## config.mk

```make
export PLATFORM = sky130hd
export DESIGN_NAME = ik_segment_follow_unit
export DESIGN_NICKNAME = d
export VERILOG_FILES = /design/src/iksf_pkg.sv /design/src/iksf_ctrl.sv /design/src/iksf_datapath.sv /design/src/ik_segment_follow_unit.sv
export SDC_FILE = /design/constraint.sdc
export NUM_CORES = 2
export LEC_CHECK = 0
export BUFFER_PORTS_ARGS = -buffer_cell sky130_fd_sc_hd__clkbuf_2
export CORE_ASPECT_RATIO = 1.2
export CORE_MARGIN = 4
export CORE_UTILIZATION = 40
export CTS_CLUSTER_DIAMETER = 60
export CTS_CLUSTER_SIZE = 12
export DETAILED_ROUTE_END_ITERATION = 10
export PLACE_DENSITY = 0.6
export SLEW_MARGIN = 25
export SYNTH_ARGS = -nofsm -noshare
export SYNTH_HDL_FRONTEND = slang
export SYNTH_SLANG_ARGS = --single-unit
```

## constraint.sdc

```tcl
create_clock -name clock -period 17.5 [get_ports clock]
set_input_delay 3.5 -clock clock [delete_from_list [all_inputs] [get_ports clock]]
set_output_delay 3.5 -clock clock [all_outputs]
set_load 0.02 [all_outputs]
```

## src/iksf_pkg.sv

```systemverilog
// ----------------------------------------------------------------------------
// iksf_pkg
// Shared types, constants and the arctangent table for the segment follow unit.
// ----------------------------------------------------------------------------
package iksf_pkg;

   localparam int DEF_COORD_WIDTH       = 20;
   localparam int DEF_CORDIC_ITERATIONS = 16;

   localparam int LEN_WIDTH      = 16;
   localparam int HEAD_WIDTH     = 16;
   localparam int ANGLE_WIDTH    = 32;
   // angle register carries two guard bits over the 32-bit circle
   localparam int Z_WIDTH        = ANGLE_WIDTH + 2;
   localparam int ATAN_ENTRIES   = 24;
   localparam int ITER_IDX_WIDTH = 5;
   localparam int GAIN_WIDTH     = 30;
   localparam int PROD_WIDTH     = LEN_WIDTH + GAIN_WIDTH;
   // rotated length component after rounding, plus sign
   localparam int CX_WIDTH       = 18;

   localparam logic [GAIN_WIDTH-1:0] GAIN_INV  = 30'd652032874;
   localparam logic [LEN_WIDTH-1:0]  LEN_RESET = 16'd256;

   localparam logic REQ_FOLLOW = 1'b0;
   localparam logic REQ_PLACE  = 1'b1;

   typedef enum logic [3:0] {
      ST_IDLE,
      ST_PREP,
      ST_VEC,
      ST_VEC_DONE,
      ST_ROT_INIT,
      ST_ROT,
      ST_ROUND,
      ST_UPDATE,
      ST_DONE
   } state_type;

   typedef struct packed {
      logic                      load_req;
      logic                      prep;
      logic                      step;
      logic                      rot;
      logic [ITER_IDX_WIDTH-1:0] iter;
      logic                      head_write;
      logic                      rot_init;
      logic                      round;
      logic                      update;
      logic                      load_out;
   } cmd_type;

   typedef struct packed {
      logic move;
      logic place;
   } status_type;

   // round(atan(2^-i) * 2^32 / (2 pi))
   function automatic logic [ANGLE_WIDTH-1:0] atan_lookup(
      input logic [ITER_IDX_WIDTH-1:0] idx);
      logic [ANGLE_WIDTH-1:0] val;
      unique case (idx)
         5'd0:  val = 32'h2000_0000;
         5'd1:  val = 32'h12E4_051E;
         5'd2:  val = 32'h09FB_385B;
         5'd3:  val = 32'h0511_11D4;
         5'd4:  val = 32'h028B_0D43;
         5'd5:  val = 32'h0145_D7E1;
         5'd6:  val = 32'h00A2_F61E;
         5'd7:  val = 32'h0051_7C55;
         5'd8:  val = 32'h0028_BE53;
         5'd9:  val = 32'h0014_5F2F;
         5'd10: val = 32'h000A_2F98;
         5'd11: val = 32'h0005_17CC;
         5'd12: val = 32'h0002_8BE6;
         5'd13: val = 32'h0001_45F3;
         5'd14: val = 32'h0000_A2FA;
         5'd15: val = 32'h0000_517D;
         5'd16: val = 32'h0000_28BE;
         5'd17: val = 32'h0000_145F;
         5'd18: val = 32'h0000_0A30;
         5'd19: val = 32'h0000_0518;
         5'd20: val = 32'h0000_028C;
         5'd21: val = 32'h0000_0146;
         5'd22: val = 32'h0000_00A3;
         5'd23: val = 32'h0000_0051;
         default: val = '0;
      endcase
      return val;
   endfunction

endpackage

```

## src/iksf_ctrl.sv

```systemverilog
// ----------------------------------------------------------------------------
// iksf_ctrl
// Sequencer: request intake, cordic iteration count and result handoff.
// ----------------------------------------------------------------------------
module iksf_ctrl #(
   parameter int CORDIC_ITERATIONS = iksf_pkg::DEF_CORDIC_ITERATIONS
) (
   input  logic                 clock,
   input  logic                 reset,
   input  logic                 req_valid,
   output logic                 req_stall,
   output logic                 rsp_valid,
   input  logic                 rsp_stall,
   input  iksf_pkg::status_type status,
   output iksf_pkg::cmd_type    cmd
);
   import iksf_pkg::*;

   localparam int N_EFF = (CORDIC_ITERATIONS > ATAN_ENTRIES) ? ATAN_ENTRIES
                                                              : CORDIC_ITERATIONS;
   localparam logic [ITER_IDX_WIDTH-1:0] LAST_ITER = ITER_IDX_WIDTH'(N_EFF - 1);

   state_type                 state_ff, state_in;
   logic [ITER_IDX_WIDTH-1:0] cnt_ff, cnt_in;
   logic                      rsp_valid_ff, rsp_valid_in;

   always_ff @(posedge clock) begin
      if (reset) begin
         state_ff     <= ST_IDLE;
         cnt_ff       <= '0;
         rsp_valid_ff <= 1'b0;
      end else begin
         state_ff     <= state_in;
         cnt_ff       <= cnt_in;
         rsp_valid_ff <= rsp_valid_in;
      end
   end

   always_comb begin
      state_in     = state_ff;
      cnt_in       = cnt_ff;
      rsp_valid_in = rsp_valid_ff & rsp_stall;
      cmd          = '0;
      cmd.iter     = cnt_ff;
      unique case (state_ff)
         ST_IDLE: begin
            if (req_valid) begin
               cmd.load_req = 1'b1;
               state_in     = ST_PREP;
            end
         end
         ST_PREP: begin
            cmd.prep = 1'b1;
            state_in = status.move ? ST_VEC : ST_ROT_INIT;
         end
         ST_VEC: begin
            cmd.step = 1'b1;
            if (cnt_ff == LAST_ITER) begin
               cnt_in   = '0;
               state_in = ST_VEC_DONE;
            end else begin
               cnt_in = cnt_ff + 1'b1;
            end
         end
         ST_VEC_DONE: begin
            cmd.head_write = 1'b1;
            state_in       = ST_ROT_INIT;
         end
         ST_ROT_INIT: begin
            cmd.rot_init = 1'b1;
            state_in     = ST_ROT;
         end
         ST_ROT: begin
            cmd.step = 1'b1;
            cmd.rot  = 1'b1;
            if (cnt_ff == LAST_ITER) begin
               cnt_in   = '0;
               state_in = ST_ROUND;
            end else begin
               cnt_in = cnt_ff + 1'b1;
            end
         end
         ST_ROUND: begin
            cmd.round = 1'b1;
            state_in  = ST_UPDATE;
         end
         ST_UPDATE: begin
            cmd.update = 1'b1;
            state_in   = ST_DONE;
         end
         ST_DONE: begin
            // output register free or being emptied this cycle
            if (!rsp_valid_ff || !rsp_stall) begin
               cmd.load_out = 1'b1;
               rsp_valid_in = 1'b1;
               state_in     = ST_IDLE;
            end
         end
         default: state_in = ST_IDLE;
      endcase
   end

   assign req_stall = (state_ff != ST_IDLE);
   assign rsp_valid = rsp_valid_ff;

   a_cnt_range: assert property (@(posedge clock) disable iff (reset)
      cnt_ff <= LAST_ITER)
      else $error("iteration counter past last iteration");

   a_cnt_idle: assert property (@(posedge clock) disable iff (reset)
      !(state_ff == ST_VEC || state_ff == ST_ROT) |-> cnt_ff == '0)
      else $error("iteration counter not cleared outside cordic pass");

   a_accept_prep: assert property (@(posedge clock) disable iff (reset)
      req_valid && !req_stall |=> state_ff == ST_PREP)
      else $error("accepted request did not start preparation");

   a_done_hold: assert property (@(posedge clock) disable iff (reset)
      state_ff == ST_DONE && rsp_valid_ff && rsp_stall |=> state_ff == ST_DONE)
      else $error("result overwrote an unread response");

   a_place_skip: assert property (@(posedge clock) disable iff (reset)
      state_ff == ST_PREP && status.place |=> state_ff == ST_ROT_INIT)
      else $error("place request entered vectoring");

endmodule

```

## src/iksf_datapath.sv

```systemverilog
// ----------------------------------------------------------------------------
// iksf_datapath
// Segment state, length register, shared cordic unit and output registers.
// ----------------------------------------------------------------------------
module iksf_datapath #(
   parameter int COORD_WIDTH = iksf_pkg::DEF_COORD_WIDTH
) (
   input  logic                                  clock,
   input  logic                                  reset,
   input  logic                                  csr_wr_en,
   input  logic [iksf_pkg::LEN_WIDTH-1:0]        csr_wr_data,
   input  logic                                  req_type,
   input  logic signed [COORD_WIDTH-1:0]         req_target_x,
   input  logic signed [COORD_WIDTH-1:0]         req_target_y,
   input  iksf_pkg::cmd_type                     cmd,
   output iksf_pkg::status_type                  status,
   output logic signed [COORD_WIDTH-1:0]         rsp_base_x,
   output logic signed [COORD_WIDTH-1:0]         rsp_base_y,
   output logic signed [COORD_WIDTH-1:0]         rsp_tip_x,
   output logic signed [COORD_WIDTH-1:0]         rsp_tip_y,
   output logic [iksf_pkg::HEAD_WIDTH-1:0]       rsp_heading,
   output logic                                  rsp_degenerate
);
   import iksf_pkg::*;

   localparam int CW  = COORD_WIDTH;
   localparam int DW  = CW + 1;
   localparam int XYW = (CW + 3 > 33) ? CW + 3 : 33;
   localparam int SW  = ((CW > CX_WIDTH) ? CW : CX_WIDTH) + 1;

   // model state
   logic [LEN_WIDTH-1:0]      seg_len_ff, seg_len_in;
   logic signed [CW-1:0]      base_x_ff, base_x_in, base_y_ff, base_y_in;
   logic [HEAD_WIDTH-1:0]     heading_ff, heading_in;
   // request and working registers
   logic                      type_ff, type_in;
   logic signed [CW-1:0]      tx_ff, tx_in, ty_ff, ty_in;
   logic                      degen_ff, degen_in, move_ff, move_in;
   logic [PROD_WIDTH-1:0]     prod_ff, prod_in;
   logic signed [XYW-1:0]     x_ff, x_in, y_ff, y_in;
   logic signed [Z_WIDTH-1:0] z_ff, z_in;
   logic                      neg_ff, neg_in;
   logic signed [CX_WIDTH-1:0] cx_ff, cx_in, cy_ff, cy_in;
   logic signed [CW-1:0]      out_bx_ff, out_bx_in, out_by_ff, out_by_in;
   logic signed [CW-1:0]      out_tx_ff, out_tx_in, out_ty_ff, out_ty_in;
   logic [HEAD_WIDTH-1:0]     out_head_ff, out_head_in;
   logic                      out_degen_ff, out_degen_in;

   // combinational helpers
   logic signed [DW-1:0]      dx, dy;
   logic signed [XYW-1:0]     dx_ext, dy_ext, xs, ys, x_rnd, y_rnd, x_sh, y_sh;
   logic [Z_WIDTH-1:0]        atan_ext;
   logic                      up;
   logic [ANGLE_WIDTH-1:0]    z_rnd, rot_a, rot_diff, rot_a2;
   logic                      rot_wrap;
   logic [PROD_WIDTH-1:0]     x0_sum;
   logic signed [CX_WIDTH-1:0] cx_mag, cy_mag;

   function automatic logic signed [CW-1:0] sat_coord(input logic signed [SW-1:0] v);
      logic signed [SW-1:0] hi, lo;
      logic signed [CW-1:0] r;
      hi = {{(SW-CW+1){1'b0}}, {(CW-1){1'b1}}};
      lo = ~hi;
      if (v > hi) begin
         r = hi[CW-1:0];
      end else if (v < lo) begin
         r = lo[CW-1:0];
      end else begin
         r = v[CW-1:0];
      end
      return r;
   endfunction

   function automatic logic signed [SW-1:0] ext_coord(input logic signed [CW-1:0] v);
      return {{(SW-CW){v[CW-1]}}, v};
   endfunction

   function automatic logic signed [SW-1:0] ext_cx(input logic signed [CX_WIDTH-1:0] v);
      return {{(SW-CX_WIDTH){v[CX_WIDTH-1]}}, v};
   endfunction

   always_ff @(posedge clock) begin
      if (reset) begin
         seg_len_ff <= LEN_RESET;
         base_x_ff  <= '0;
         base_y_ff  <= '0;
         heading_ff <= '0;
      end else begin
         seg_len_ff <= seg_len_in;
         base_x_ff  <= base_x_in;
         base_y_ff  <= base_y_in;
         heading_ff <= heading_in;
      end
   end

   always_ff @(posedge clock) begin
      type_ff      <= type_in;
      tx_ff        <= tx_in;
      ty_ff        <= ty_in;
      degen_ff     <= degen_in;
      move_ff      <= move_in;
      prod_ff      <= prod_in;
      x_ff         <= x_in;
      y_ff         <= y_in;
      z_ff         <= z_in;
      neg_ff       <= neg_in;
      cx_ff        <= cx_in;
      cy_ff        <= cy_in;
      out_bx_ff    <= out_bx_in;
      out_by_ff    <= out_by_in;
      out_tx_ff    <= out_tx_in;
      out_ty_ff    <= out_ty_in;
      out_head_ff  <= out_head_in;
      out_degen_ff <= out_degen_in;
   end

   always_comb begin
      dx     = {tx_ff[CW-1], tx_ff} - {base_x_ff[CW-1], base_x_ff};
      dy     = {ty_ff[CW-1], ty_ff} - {base_y_ff[CW-1], base_y_ff};
      dx_ext = {{(XYW-DW){dx[DW-1]}}, dx};
      dy_ext = {{(XYW-DW){dy[DW-1]}}, dy};

      status.place = (type_ff == REQ_PLACE);
      status.move  = (type_ff == REQ_FOLLOW) && ((dx != '0) || (dy != '0));

      // one cordic step, shared by vectoring and rotation
      xs       = x_ff >>> cmd.iter;
      ys       = y_ff >>> cmd.iter;
      atan_ext = {{(Z_WIDTH-ANGLE_WIDTH){1'b0}}, atan_lookup(cmd.iter)};
      up       = cmd.rot ? z_ff[Z_WIDTH-1] : ~y_ff[XYW-1];

      z_rnd = z_ff[ANGLE_WIDTH-1:0] + 32'h0000_8000;

      // angles in the left half plane turn by half a circle, result negated
      rot_a    = {heading_ff, {(ANGLE_WIDTH-HEAD_WIDTH){1'b0}}};
      rot_diff = rot_a - 32'h4000_0000;
      rot_wrap = (rot_diff < 32'h8000_0000);
      rot_a2   = rot_wrap ? rot_a + 32'h8000_0000 : rot_a;
      x0_sum   = prod_ff + PROD_WIDTH'(32768);

      x_rnd  = x_ff + XYW'(8192);
      y_rnd  = y_ff + XYW'(8192);
      x_sh   = x_rnd >>> 14;
      y_sh   = y_rnd >>> 14;
      cx_mag = x_sh[CX_WIDTH-1:0];
      cy_mag = y_sh[CX_WIDTH-1:0];
   end

   always_comb begin
      seg_len_in   = seg_len_ff;
      base_x_in    = base_x_ff;
      base_y_in    = base_y_ff;
      heading_in   = heading_ff;
      type_in      = type_ff;
      tx_in        = tx_ff;
      ty_in        = ty_ff;
      degen_in     = degen_ff;
      move_in      = move_ff;
      prod_in      = prod_ff;
      x_in         = x_ff;
      y_in         = y_ff;
      z_in         = z_ff;
      neg_in       = neg_ff;
      cx_in        = cx_ff;
      cy_in        = cy_ff;
      out_bx_in    = out_bx_ff;
      out_by_in    = out_by_ff;
      out_tx_in    = out_tx_ff;
      out_ty_in    = out_ty_ff;
      out_head_in  = out_head_ff;
      out_degen_in = out_degen_ff;

      if (csr_wr_en) begin
         seg_len_in = csr_wr_data;
      end

      if (cmd.load_req) begin
         type_in = req_type;
         tx_in   = req_target_x;
         ty_in   = req_target_y;
      end

      if (cmd.prep) begin
         degen_in = (type_ff == REQ_FOLLOW) && !status.move;
         move_in  = status.move;
         prod_in  = seg_len_ff * GAIN_INV;
         // vectoring start: fold into the right half plane
         if (dx[DW-1]) begin
            x_in = -dx_ext;
            y_in = -dy_ext;
            z_in = {{(Z_WIDTH-ANGLE_WIDTH){1'b0}}, 32'h8000_0000};
         end else begin
            x_in = dx_ext;
            y_in = dy_ext;
            z_in = '0;
         end
         if (status.place) begin
            base_x_in = tx_ff;
            base_y_in = ty_ff;
         end
      end

      if (cmd.step) begin
         if (up) begin
            x_in = x_ff + ys;
            y_in = y_ff - xs;
            z_in = z_ff + atan_ext;
         end else begin
            x_in = x_ff - ys;
            y_in = y_ff + xs;
            z_in = z_ff - atan_ext;
         end
      end

      if (cmd.head_write) begin
         heading_in = z_rnd[ANGLE_WIDTH-1 -: HEAD_WIDTH];
      end

      if (cmd.rot_init) begin
         x_in   = {{(XYW-GAIN_WIDTH){1'b0}}, x0_sum[PROD_WIDTH-1 -: GAIN_WIDTH]};
         y_in   = '0;
         z_in   = {{(Z_WIDTH-ANGLE_WIDTH){rot_a2[ANGLE_WIDTH-1]}}, rot_a2};
         neg_in = rot_wrap;
      end

      if (cmd.round) begin
         cx_in = neg_ff ? -cx_mag : cx_mag;
         cy_in = neg_ff ? -cy_mag : cy_mag;
      end

      if (cmd.update && move_ff) begin
         base_x_in = sat_coord(ext_coord(tx_ff) - ext_cx(cx_ff));
         base_y_in = sat_coord(ext_coord(ty_ff) - ext_cx(cy_ff));
      end

      if (cmd.load_out) begin
         out_bx_in    = base_x_ff;
         out_by_in    = base_y_ff;
         out_tx_in    = sat_coord(ext_coord(base_x_ff) + ext_cx(cx_ff));
         out_ty_in    = sat_coord(ext_coord(base_y_ff) + ext_cx(cy_ff));
         out_head_in  = heading_ff;
         out_degen_in = degen_ff;
      end
   end

   assign rsp_base_x     = out_bx_ff;
   assign rsp_base_y     = out_by_ff;
   assign rsp_tip_x      = out_tx_ff;
   assign rsp_tip_y      = out_ty_ff;
   assign rsp_heading    = out_head_ff;
   assign rsp_degenerate = out_degen_ff;

endmodule

```

## src/ik_segment_follow_unit.sv

```systemverilog
// ----------------------------------------------------------------------------
// ik_segment_follow_unit
// One rigid segment that follows a target point, with cordic heading and tip.
// ----------------------------------------------------------------------------
// Usage:
//   req_* carries one request: req_type 0 follows req_target_x/y, 1 places
//   the base there. A request is taken when req_valid is high and req_stall
//   is low; req_stall stays high from acceptance until the result is loaded.
//   rsp_* carries base, tip, heading and the degenerate flag, one response
//   per request, taken when rsp_valid is high and rsp_stall is low.
//   csr_wr_en/csr_wr_data write the segment length (4 fraction bits); write
//   it only while no request is in flight.
// Sequence, with N = min(CORDIC_ITERATIONS, 24):
//   a follow request runs a vectoring pass and a rotation pass of N steps
//   each on the one shared cordic stage; a place request or a target on
//   the base needs only the rotation pass. The cordic stage iterates one
//   step per cycle.
// Reset: base and heading clear to zero, segment length to 256 (16.0).
// A stalled response holds in the output register; the next request is
// taken and worked on meanwhile and waits at the end until it drains.
// ----------------------------------------------------------------------------
module ik_segment_follow_unit #(
   parameter int COORD_WIDTH       = iksf_pkg::DEF_COORD_WIDTH,
   parameter int CORDIC_ITERATIONS = iksf_pkg::DEF_CORDIC_ITERATIONS
) (
   input  logic                            clock,
   input  logic                            reset,
   input  logic                            csr_wr_en,
   input  logic [iksf_pkg::LEN_WIDTH-1:0]  csr_wr_data,
   input  logic                            req_valid,
   output logic                            req_stall,
   input  logic                            req_type,
   input  logic signed [COORD_WIDTH-1:0]   req_target_x,
   input  logic signed [COORD_WIDTH-1:0]   req_target_y,
   output logic                            rsp_valid,
   input  logic                            rsp_stall,
   output logic signed [COORD_WIDTH-1:0]   rsp_base_x,
   output logic signed [COORD_WIDTH-1:0]   rsp_base_y,
   output logic signed [COORD_WIDTH-1:0]   rsp_tip_x,
   output logic signed [COORD_WIDTH-1:0]   rsp_tip_y,
   output logic [iksf_pkg::HEAD_WIDTH-1:0] rsp_heading,
   output logic                            rsp_degenerate
);
   import iksf_pkg::*;

   cmd_type    cmd;
   status_type status;

   iksf_ctrl #(
      .CORDIC_ITERATIONS(CORDIC_ITERATIONS)
   ) u_ctrl (
      .clock     (clock),
      .reset     (reset),
      .req_valid (req_valid),
      .req_stall (req_stall),
      .rsp_valid (rsp_valid),
      .rsp_stall (rsp_stall),
      .status    (status),
      .cmd       (cmd)
   );

   iksf_datapath #(
      .COORD_WIDTH(COORD_WIDTH)
   ) u_datapath (
      .clock          (clock),
      .reset          (reset),
      .csr_wr_en      (csr_wr_en),
      .csr_wr_data    (csr_wr_data),
      .req_type       (req_type),
      .req_target_x   (req_target_x),
      .req_target_y   (req_target_y),
      .cmd            (cmd),
      .status         (status),
      .rsp_base_x     (rsp_base_x),
      .rsp_base_y     (rsp_base_y),
      .rsp_tip_x      (rsp_tip_x),
      .rsp_tip_y      (rsp_tip_y),
      .rsp_heading    (rsp_heading),
      .rsp_degenerate (rsp_degenerate)
   );

endmodule

```

# Word-level counts from Yosys, hierarchy flattened
# Memories as Yosys holds them, arrays and structs flattened. A register that Yosys moved wholly into a read port is not among the register bits.
# Index checks and enable logic that the tools add are counted.
# classes
n_mux	52
n_reduce_logical	19
n_eq_ne	13
bitwise_logic	3
mul	1
magnitude_cmp	9
div_mod_pow	0
addsub	23
shifts	2
# ops
op	count
2-to-1 mux 33 bit	8
2-to-1 mux 20 bit	12
2-to-1 mux 34 bit	4
> comparator 21 x 20 -> 1 bit, second input constant	4
less-than comparator 21 x 20 -> 1 bit, second input constant	4
adder 33 bit	2
negation 21 -> 33 bit	2
>>> shifter 33 x 5 -> 33 bit	2
subtractor 33 bit	2
adder 32 x 15 -> 32 bit, second input constant	2
2-to-1 mux 32 bit	2
adder 46 x 16 -> 46 bit, second input constant	1
multiplier 16 x 29 -> 45 bit, second input constant	1
adder 20 x 18 -> 21 bit	2
nonzero test 21 bit	2
subtractor 20 x 18 -> 21 bit	2
subtractor 20 x 20 -> 21 bit	2
2-to-1 mux 18 bit	2
negation 18 bit	2
case mux 4 bit (9 select lines)	1
adder 34 x 32 -> 34 bit	1
subtractor 34 x 32 -> 34 bit	1
adder 32 x 16 -> 32 bit, second input constant	1
adder 32 bit, second input constant	1
27 further kinds	59
# word_totals
latchBits	0
ff_bits	404
n_memories	1
word_cells	149
mem_bits_ro	960
out_inout_bits	99
ramBits	0
inputBits	62
# memory_table
name	depth	word_bits	read_ports	rd_ports_with_merged_regs	wr	line_no	source
(no name shown)	32	30	1	1	0	iksf_pkg.sv:62	unique case (idx)

# Longest topological paths before layout
# logic_depth
word_depth	6
ltp_mapped	29
depth_no_buf	25

# Hierarchy
# A second synthesis with hierarchy kept.
# hier_totals
hier_cells	4652
hier_area_um2	42578.3
# modules_own_cells
module	seq_area_each_um2	cells_per_inst	area_each_um2	n_inst
iksf_datapath	10329.9	4588	42005.3	1
iksf_ctrl	200.2	64	573.0	1

# Least setup slack after synthesis
# OpenSTA, ideal clock, no wires.
# synth_timing
path_kind	input port to flip-flop
startpoint	input rsp_stall
endpoint	register u_datapath.out_bx_ff[0] (netlist: u_datapath.rsp_base_x[0]) (enable)
setup_ns	0.585
required_ns	16.915
arrival_time_ns	8.083
cell_stages	1
n_path_buf	0
slack_ns	8.832
cell_sequence	a21oi_1
# synth_between
elab_chain_len	4
# synth_rtl
element	line_no	source
from (decl)	ik_segment_follow_unit.sv:36	input logic rsp_stall,
logical NOT 1 bit	iksf_ctrl.sv:93	if (!rsp_valid_ff || !rsp_stall) begin
logical OR 1 bit	iksf_ctrl.sv:93	
2-to-1 mux 1 bit	iksf_ctrl.sv:93	
2-to-1 mux 1 bit	iksf_ctrl.sv:45	unique case (state_ff)
to (signal assigned)	iksf_datapath.sv:109	out_bx_ff <= out_bx_in;
to (decl)	iksf_datapath.sv:44	logic signed [CW-1:0] out_bx_ff, out_bx_in, out_by_ff, out_by_in;
# Every way passes these cells.
# A chain may end at the register's enable or synchronous reset.

# Worst setup path after layout
# layout_timing
startpoint	register u_ctrl.cnt_ff[1]
endpoint	register u_datapath.y_ff[32]
# layout_between
elab_chain_len	4
word_cells_on_any_way	5
classes_between	add/sub: 2; shift: 1; mux: 2
# layout_rtl
element	line_no	source
from (decl)	iksf_ctrl.sv:24	logic [ITER_IDX_WIDTH-1:0] cnt_ff, cnt_in;
from (signal assigned)	iksf_ctrl.sv:34	cnt_ff <= cnt_in;
>>> shifter 33 x 5 -> 33 bit *	iksf_datapath.sv:127	xs = x_ff >>> cmd.iter;
adder 33 bit / subtractor 33 bit (equally long branches)	iksf_datapath.sv:210, iksf_datapath.sv:206	
2-to-1 mux 33 bit *	iksf_datapath.sv:204	if (up) begin
2-to-1 mux 33 bit *	iksf_datapath.sv:203	if (cmd.step) begin
to (signal assigned)	iksf_datapath.sv:104	y_ff <= y_in;
to (decl)	iksf_datapath.sv:40	logic signed [XYW-1:0] x_ff, x_in, y_ff, y_in;
# Every way passes the cells marked *; elsewhere a longest branch is shown, timed or not.

==> impl_metrics.py <==
metrics = {
    "sta": {
        "drv_slew": 0,
        "hold_ws_ps": 455,
        "max_freq_ghz": 0.129,
        "skew_ps": 22.4,
        "period_share": 0.444,
        "timing.max_slew.rel_slack": 0.266,
        "grt_setup_unrepaired": "false",
        "hold_violations": 0,
        "tightest_slew_ps": 1090,
        "period_minus_slack_ps": 7770,
        "finalSetupTns_ps": 0,
        "setup_violations": 0,
    },
    "outcome": {
        "status": "complete, no violations",
    },
    "clock_tree": {
        "clkTransAtPathRegs_ps": 70,
        "clk_latency_ps": 660,
        "holdBufCountCts": 0,
        "cts.sinks": 420,
        "cts-resized-gates": 0,
        "cts_setup_buffers": 0,
        "root_buffer": "clkbuf_16",
        "clk_path_buf_depth": 3,
        "cts_buffers": 59,
        "htree_levels": 2,
        "cts_tree": "built",
    },
    "power": {
        "vdd_drop_max_mv": 0.103,
        "p_per_area_mw_per_mm2": 161,
        "leakage_nw": 19.7,
    },
    "layout": {
        "synthToLayoutAreaGrowth_pct": 9.31,
        "fill_cells": 10500,
        "final_common_cell": "inv_1",
        "finalInstanceArea_mm2": 0.0470,
        "mostFrequentLayoutCells": "inv_1, ha_1, nand2_1, nor2_1, a21oi_1",
        "drive_gt1_frac": 0.105,
        "final_nets": 5456,
        "post-route-util": 0.441,
        "antenna-diode-count": 0,
    },
    "floorplan": {
        "dieWidth_um": 307,
        "die_area_mm2": 0.113,
        "io_pins": 161,
        "die_h_um": 367,
        "start_util": 0.403,
        "core_area_mm2": 0.107,
        "fp-row-count": 131,
    },
    "critical_path": {
        "reg2reg_from": "u_ctrl.cnt_ff[1]",
        "crit_path_max_fanout": 43,
        "crit_path_end_kind": "flip-flop",
        "path_class": "reg -> reg",
        "start_kind": "flip-flop",
        "critPathArrivalTime_ps": 8340,
        "cp_data_required_time_ps": 18070,
        "cp-startpoint": "u_ctrl.cnt_ff[1]",
    },
    "logic_synthesis": {
        "synth_warnings": 0,
        "syn_area_mm2": 0.0430,
        "synth-seq-cells": 420,
        "ys.flop_type": "edfxtp_1",
        "async_flop_share": 0,
        "syn_inst": 4762,
        "seq_area_frac_synth": 0.259,
        "synth_nets": 5400,
        "ys_types": 109,
        "syn_avg_cell_area_um2": 9.03,
        "synth-edff-count": 272,
    },
    "placement": {
        "placed_cell_area_mm2": 0.0451,
        "globalplace.congestion": 1.00,
        "port-buffer-count": 160,
        "hpwl_um": 103000,
    },
    "routing": {
        "drc_errors": 0,
        "ant_nets": 0,
        "wl_um": 131000,
        "avgViaCountPerCell": 5.74,
        "routedWlPerCell_um": 20.9,
        "dr.pass1.iters": 7,
        "drtIter0Drc": 2495,
        "dr_total_vias": 35900,
    },
    "grt": {
        "grt-busiest-layer": "met2",
        "met2_usage": 0.405,
        "grt_util_met3": 0.0240,
        "grt_pass1_vias": 35900,
        "use_met1": 0.281,
        "antenna_found_initial": 0,
        "grt-ovfl-total": 0,
        "grt_max_degree": 69,
        "grtUsageTotal": 0.228,
        "grt_pass1_wl_um": 205000,
    },
    "flow_run": {
        "cap_violations": 0,
    },
    "min_path": {
        "min_path_type": "reg -> reg",
        "min_from": "u_datapath.heading_ff[8]",
    },
}
cell usage after synthesis (all sizes together), types with 38 or more instances:
library cell / count / area [um^2]
nand2b: 51 / 319
xor2: 186 / 1630
mux2: 38 / 432
a31oi: 49 / 313
ha: 402 / 5030
nand3: 123 / 616
o21ai: 292 / 1470
a21oi: 320 / 1610
edfxtp: 272 / 8170
nor3: 85 / 430
inv: 415 / 1560
o21a: 44 / 330
a211oi: 51 / 405
buf: 57 / 352
nor2b: 42 / 263
dfxtp: 148 / 2960
nand2: 373 / 1400
o22ai: 45 / 282
fa: 174 / 3480
nor2: 322 / 1210
mux2i: 84 / 852
clkbuf: 154 / 578
xnor2: 269 / 2360
a21o: 99 / 743
mux4: 63 / 1430
and3: 62 / 393
worst paths after layout:
path | end | slack (ps) | cells past startpoint
max reg2reg | u_datapath.y_ff[32] | 9730 | 25
max | u_datapath.y_ff[32] | 9730 | 25
min reg2reg | u_datapath.rsp_heading[8] | 450 | 0
min | u_datapath.rsp_heading[8] | 450 | 0
logic make-up after synthesis:
group,after synthesis,synth area share
simple gates,1268,0.144
mux,185,0.0632
flops,420,0.259
fa+ha+maj,581,0.199
compound gates,1225,0.184
xor+xnor,455,0.0927
buf+inv,628,0.0580
per-layer routing:
metal  wire length (um)  up-vias
li1                   -    17300
met1              55200    17500
met2              64500      903
met3               5170      275
met4               6170        0
met5                  0        -
registers in the layout, indices dropped and copies added, names as in the netlist, 18 cells and up:
signal and cells:
u_datapath.rsp_tip_x 20, u_datapath.rsp_base_x 20, u_datapath.tx_ff 20, u_datapath.prod_ff 31, u_datapath.base_y_ff 20, u_datapath.base_x_ff 20
u_datapath.z_ff 34, u_datapath.cy_ff 18, u_datapath.rsp_base_y 20, u_datapath.y_ff 33, u_datapath.atan_ext 30, u_datapath.cx_ff 18
u_datapath.ty_ff 20, u_datapath.rsp_tip_y 20, u_datapath.x_ff 33
report_power, final:
part | switching, mW | leakage, nW | internal [mW]
Clock | 0.514 | 0.940 | 0.688
Sequential | 0.302 | 3.73 | 1.32
Combinational | 2.72 | 15.0 | 2.05
through the flow:
stage	std cells	power, mW	worst slack [ps]
6_report	6261	7.59	9730
5_1_grt	6261	8.26	9150
4_1_cts	6261	7.62	9820
3_5_place_dp	6153	6.36	9840
3_3_place_gp	6152	6.34	9840
2_1_floorplan	4762	5.19	8830
critical path, stage by stage, from the launching register on:
cell	delay, ps
dfxtp_4	630
buf_4	620
buf_4	550
mux2_2	440
mux2i_1	240
o21ai_0	150
a211oi_1	640
nand4bb_1	340
or3_1	480
nor3_2	340
and2_1	290
a21oi_1	110
xor2_1	170
o21ai_0	250
ha_1	370
a21o_1	230
a21oi_1	120
o21ai_0	90
a21o_1	190
a21oi_1	130
o21ai_0	100
and2_1	200
o41ai_1	410
o21a_1	210
xnor2_1	80
a221oi_2	260
layout make-up:
cell class / instances / area [um^2] / share of cell area
Inverter: 417 / 1570 / 0.0333
Sequential cell: 420 / 11100 / 0.237
Multi-Input combinational cell: 3714 / 29400 / 0.627
Timing Repair Buffer: 206 / 1160 / 0.0247
Clock buffer: 71 / 1540 / 0.0328
Tap cell: 1396 / 1750 / 0.0372
Clock inverter: 37 / 387 / 0.00823
Power figures use the tool's default switching activity.
